## src/rtl/tth_pkg.sv

```systemverilog
package tth_pkg;
    localparam int NUM_CHANNELS = 32;
    localparam int CH_W = $clog2(NUM_CHANNELS);
    localparam int REF_CH_A = 8;
    localparam int REF_CH_B = 9;

    localparam logic [1:0] CMD_HIT  = 2'd0;
    localparam logic [1:0] CMD_EOE  = 2'd1;
    localparam logic [1:0] CMD_READ = 2'd2;
    localparam logic [1:0] CMD_NOP  = 2'd3;

    localparam logic [2:0] REG_ACCEPT_LOW  = 3'd0;
    localparam logic [2:0] REG_ACCEPT_HIGH = 3'd1;
    localparam logic [2:0] REG_SPIKE       = 3'd2;
    localparam logic [2:0] REG_CUT_LOW     = 3'd3;
    localparam logic [2:0] REG_CUT_HIGH    = 3'd4;
    localparam logic [2:0] REG_MAX_LENGTH  = 3'd5;
    localparam logic [2:0] REG_KEEP_MODES  = 3'd6;

    typedef struct packed {
        logic [1:0]        cmd;
        logic [5:0]        channel;
        logic              rising;
        logic signed [31:0] hit_time;
        logic [4:0]        counter_index;
    } t_in;

    typedef struct packed {
        logic              hit_done;
        logic signed [31:0] hit_length;
        logic              event_kept;
        logic [3:0]        layer_a_hits;
        logic [3:0]        layer_b_hits;
        logic [31:0]       ref_mask;
        logic [31:0]       dut_mask;
        logic [31:0]       ref_total;
        logic [31:0]       dut_total;
    } t_out;

    typedef struct packed {
        logic signed [31:0] accept_low;
        logic signed [31:0] accept_high;
        logic [30:0]        spike_threshold;
        logic signed [31:0] cut_low;
        logic signed [31:0] cut_high;
        logic [30:0]        max_length;
        logic [3:0]         keep_modes;
    } t_cfg;

    function automatic logic signed [31:0] sat_diff(logic signed [31:0] a,
                                                    logic signed [31:0] b);
        logic signed [32:0] d;
        d = 33'(a) - 33'(b);
        if (d > 33'sd2147483647)       sat_diff = 32'sh7fffffff;
        else if (d < -33'sd2147483648) sat_diff = 32'sh80000000;
        else                           sat_diff = d[31:0];
    endfunction
endpackage

```

## src/rtl/tth_cfg_regs.sv

```systemverilog
module tth_cfg_regs (
    input  logic               i_clk,
    input  logic               i_rst_n,
    input  logic               i_cfg_we,
    input  logic [2:0]         i_cfg_index,
    input  logic [31:0]        i_cfg_data,
    output tth_pkg::t_cfg      o_cfg
);
    import tth_pkg::*;
    t_cfg r_cfg;

    always_ff @(posedge i_clk) begin
        if (!i_rst_n) begin
            r_cfg.accept_low      <= -32'sd475000;
            r_cfg.accept_high     <= 32'sd225000;
            r_cfg.spike_threshold <= 31'd60000;
            r_cfg.cut_low         <= -32'sd400000;
            r_cfg.cut_high        <= 32'sd300000;
            r_cfg.max_length      <= 31'd10000000;
            r_cfg.keep_modes      <= 4'd10;
        end else if (i_cfg_we) begin
            unique case (i_cfg_index)
                REG_ACCEPT_LOW:  r_cfg.accept_low      <= i_cfg_data;
                REG_ACCEPT_HIGH: r_cfg.accept_high     <= i_cfg_data;
                REG_SPIKE:       r_cfg.spike_threshold <= i_cfg_data[30:0];
                REG_CUT_LOW:     r_cfg.cut_low         <= i_cfg_data;
                REG_CUT_HIGH:    r_cfg.cut_high        <= i_cfg_data;
                REG_MAX_LENGTH:  r_cfg.max_length      <= i_cfg_data[30:0];
                REG_KEEP_MODES:  r_cfg.keep_modes      <= i_cfg_data[3:0];
                default: ;
            endcase
        end
    end
    assign o_cfg = r_cfg;
endmodule

```

## config.mk

```make
export PLATFORM = sky130hd
export DESIGN_NAME = tth_cfg_regs
export DESIGN_NICKNAME = d
export VERILOG_FILES = /design/src/rtl/tth_pkg.sv /design/src/rtl/tth_cfg_regs.sv
export SDC_FILE = /design/constraint.sdc
export NUM_CORES = 1
export LEC_CHECK = 0
export ABC_AREA = 0
export BUFFER_PORTS_ARGS = -buffer_cell sky130_fd_sc_hd__buf_2
export CAP_MARGIN = 20
export CORE_MARGIN = 8
export CORE_UTILIZATION = 45
export DETAILED_ROUTE_END_ITERATION = 10
export PLACE_DENSITY_LB_ADDON = 0.05
export SYNTH_ARGS = -nofsm -noshare
export SYNTH_HDL_FRONTEND = slang
export SYNTH_SLANG_ARGS = --single-unit
```

## constraint.sdc

```tcl
create_clock -name i_clk -period 1.37 [get_ports i_clk]
set_clock_uncertainty 0.1 [all_clocks]
set_input_delay 0.137 -clock i_clk [delete_from_list [all_inputs] [get_ports i_clk]]
set_output_delay 0.137 -clock i_clk [all_outputs]
set_load 0.02 [all_outputs]
```

After elaboration in Yosys (flattened, before gate mapping)

Index checks and enable logic that the tools add are counted.

Eq/ne operators: 6
Reductions and logical operators: 8

Operators by type and width:

| cell                                                                  | count |
|---|---|
| 2-bit AND reduction                                                   | 7 |
| 3-bit equality test, second input constant                            | 3 |
| 3-bit by 2-bit equality test with 1-bit output, second input constant | 2 |
| 3-bit by 1-bit equality test with 1-bit output, second input constant | 1 |
| 3-bit zero test                                                       | 1 |

Flip-flop bits (word level): 194
Input port bits: 38
Output and inout port bits: 194
Logic and storage cells: 21

Longest topological paths before layout

Depth after elaboration: 2
Mapped depth: 5
Mapped depth without buffers: 2

Worst setup path after synthesis

OpenSTA, ideal clock, no wires.

Path type: input port to flip-flop
From: in i_cfg_index[0]
To: reg r_cfg (netlist bit o_cfg[185])
Library setup time: 124 ps
Arrival: 1061 ps
Required time: 1146 ps
Slack: 85 ps
Stages on the path: 4
Path buffers: 2
Cells stage by stage: or4b_1 buf_2 buf_6 mux2i_1

Longest elaborated chain between the ends: 2

Ends and longest elaborated chain:

| what                                 | RTL line           | text |
|---|---|---|
| from (decl)                          | tth_cfg_regs.sv:5  | `input logic [2:0] i_cfg_index,` |
| 3-bit zero test                      | tth_cfg_regs.sv:22 | `unique case (i_cfg_index)` |
| 2-bit AND reduction (no source line) | -                  |  |
| to (decl)                            | tth_cfg_regs.sv:10 | `t_cfg r_cfg;` |

No other way between the ends.
A chain may end at the register's enable or synchronous reset.

Worst setup path after layout

From: reg r_cfg (netlist bit o_cfg[106])
To: out o_cfg[106] in the netlist's numbering

RTL lines:

| what      | RTL line          | text |
|---|---|---|
| to (decl) | tth_cfg_regs.sv:7 | `output tth_pkg::t_cfg o_cfg` |

No word-level cell between the ends.

==> Flow_metrics.wiki <==
{| class="wikitable"
! Metric !! Value
|-
| Total length of routed wires || 21120 um
|-
| Maximum buffer depth of the clock tree || 2
|-
| Total standard cell area after synthesis || 7436 um^2
|-
| Run status || finished clean
|-
| Sequential area share after synthesis || 52.23%
|-
| Tightest slew margin relative to the limit || 73.80%
|-
| Xor-xnor portion of the synthesized cell area || 0%
|-
| Count of warnings emitted by yosys || 0
|-
| Maximum capacitance violations || 0
|-
| Yosys cell types || 14
|-
| Sink count of the clock tree || 194
|-
| Largest net degree at the start of global routing || 77
|-
| Hold slack final || 8.546 ps
|-
| Die height || 144.5 um
|-
| Largest cells by area after synthesis || dfxtp_1 52%, mux2i_1 26%, nor2b_1 8.6%
|-
| Proportion of layout cells with a drive suffix above 1 || 30.67%
|-
| Area of the core || 16350 um^2
|-
| Vias in the first global route || 5964
|-
| Count of final max-slew check failures || 0
|-
| Critical path's largest stage delay || 380 ps
|-
| Start-to-end type of the worst setup path || reg -> out
|-
| Kind of cell adding the most delay to the critical path || flip-flops
|-
| Simple-gate share of the synthesized area || 18.09%
|-
| Accumulated negative setup slack || 0 ps
|-
| Startpoint of the worst hold path || i_cfg_data[4]
|-
| Initial drt markers || 232
|-
| Final period util || 89.38%
|-
| Number of endpoints failing setup at the final stage || 0
|-
| Post-Route Utilization || 60.93%
|-
| Detailed-router iteration count before antenna repair || 4
|-
| Clock tree from TritonCTS || done
|-
| Buffers & Inverters on Critical Path || 1
|-
| Commonest cells after routing, fill and taps aside || 230 x buf_2, 194 x mux2i_1, 194 x dfxtp_1
|-
| Half-perimeter wire length of the detailed placement result || 15430 um
|-
| Layout area overhead || 33.96%
|-
| GPL Wtd Cong || 0.7876
|-
| Non-filler instance count after layout || 1198
|-
| Max reg flops || 194
|-
| Initial antenna violation count || 0
|-
| Post-layout total power || 12.25 mW
|-
| Final Worst Setup Slack || 145.5 ps
|-
| Largest family of logic cells by synthesized area || multiplexers
|-
| Detail-routed via count per cell || 4.759
|-
| Share of cell area taken by muxes after synthesis || 26.11%
|-
| Clock latency on the worst-skew pair || 420 ps
|-
| Yosys top cell by area || dfxtp_1
|-
| Critical R2R Launch || o_cfg[139]$_SDFFE_PN1P_
|-
| Initial Util || 45.48%
|-
| Share of the synthesized area in compound gates (AO/OA/AOI/OAI) || 0%
|-
| Required time of the critical path || 1130 ps
|-
| # diodes || 0
|-
| Worst Tran Pin Value || 392.2 ps
|-
| Highest ir drop seen on vdd || 0.8181 mV
|-
| Cells after synthesis || 708
|-
| Net count after synthesis || 746
|-
| Post-placement cell count || 1137
|-
| Cell area after placement || 9032 um^2
|-
| Kind of end point of the critical path || output pin
|-
| Routed via count || 5701
|-
| Mapped Avg Cell Area || 10.50 um^2
|-
| Wire length of the first global-routing pass || 32460 um
|-
| Overall track demand over capacity in global routing || 20.19%
|-
| Final period demand of the worst path || 1224 ps
|-
| Rows || 47
|-
| Setup repair after global routing missed its margin || no
|-
| Highest Clock Rate || 0.8167 GHz
|-
| Clock Root Buffer || clkbuf_16
|-
| Antenna Violating Nets Remaining || 0
|-
| Drc violations || 0
|-
| Arrival time of data at the critical path endpoint || 990 ps
|-
| Remaining global-route overflow || 0
|-
| Setup slack at placement || -29.78 ps
|-
| Areal power density over the cells || 1229 nW/um^2
|-
| Crit. Startpoint || o_cfg[106]$_SDFFE_PN0P_
|-
| Final Hold Viols || 0
|-
| Type of the most critical hold path || in -> reg
|-
| Port Buffer Count || 231
|-
| Top fanout value on the critical path || 2
|-
| Synth Register Bits || 194
|-
| Worst-path cell chain || buf_2
|-
| Clock transition at the registers of the reported paths || 70 ps
|-
| Area of all placed cells without fillers || 9961 um^2
|-
| Adder-cell share of the synthesized area || 0%
|-
| Final layout net count || 1003
|-
| CTS HTree Levels || 4
|-
| Num CTS Buffers || 17
|-
| I/O pins || 232
|-
| Commonest non-fill, non-tap cell in the layout || buf_2
|-
| Type of origin of the critical path || flip-flop
|-
| Area of the die || 20890 um^2
|-
| Die Wd || 144.5 um
|-
| Yosys top cell area share || 52.23%
|-
| Leak Pwr || 4.921 nW
|-
| Library cell contributing the largest single delay on the critical path || dfxtp_1
|-
| Routed length per placed instance || 17.63 um
|}
path summary, 6_finish.rpt:
| check | to | slack [ps] | cells after the start |
|---|---|---|---|
| max | o_cfg[106] | 150 | 1 |
| min | o_cfg[8]$_SDFFE_PN0P_ | 9 | 3 |
| max reg2reg | o_cfg[139]$_SDFFE_PN1P_ | 590 | 2 |
| min reg2reg | o_cfg[51]$_SDFFE_PN0P_ | 360 | 2 |
layer usage:
metal	share of wire, %	global-route usage, %	wire (um)
met1	44	24.65	9328
met2	47	33.54	9912
met3	7.4	5.976	1569
met4	1.5	6.298	314
met5	0	0	0
repair_timing:
action                                 CTS  global route
endpoints found under the hold margin  111             0
hold buffers                            29             0
gates resized for setup                  0             0
setup buffers                            0             0
power by group:
group	switching (mW)	internal (mW)
Clock	2.21	3.13
Combinational	0.621	0.447
Sequential	0.0697	5.76
layout make-up:
class                   instances  area, um^2
flip-flops and latches        194        3884
fillers                      1440        6387
clock buffers                  18       439.2
clock inverters                14       198.9
multi-input cells             461        3328
repair buffers                291        1836
well taps                     220       275.3
cells in the mapped netlist:
cell         n
buf_4        7
nand2_1    153
and4bb_2     3
nand4b_1     3
nand4bb_1    3
and4b_1      1
dfxtp_1    194
nor4b_2      1
or4b_1       1
nor2b_1    102
mux2i_1    194
clkbuf_1    24
buf_2       20
buf_6        2
logic make-up (layout without fill, tap and decap cells):
family,Yosys count,count (layout)
AND/OR/NAND/NOR,267,267
buffers and inverters,53,323
multiplexers,194,194
flip-flops,194,194
Power figures use the tool's default switching activity.
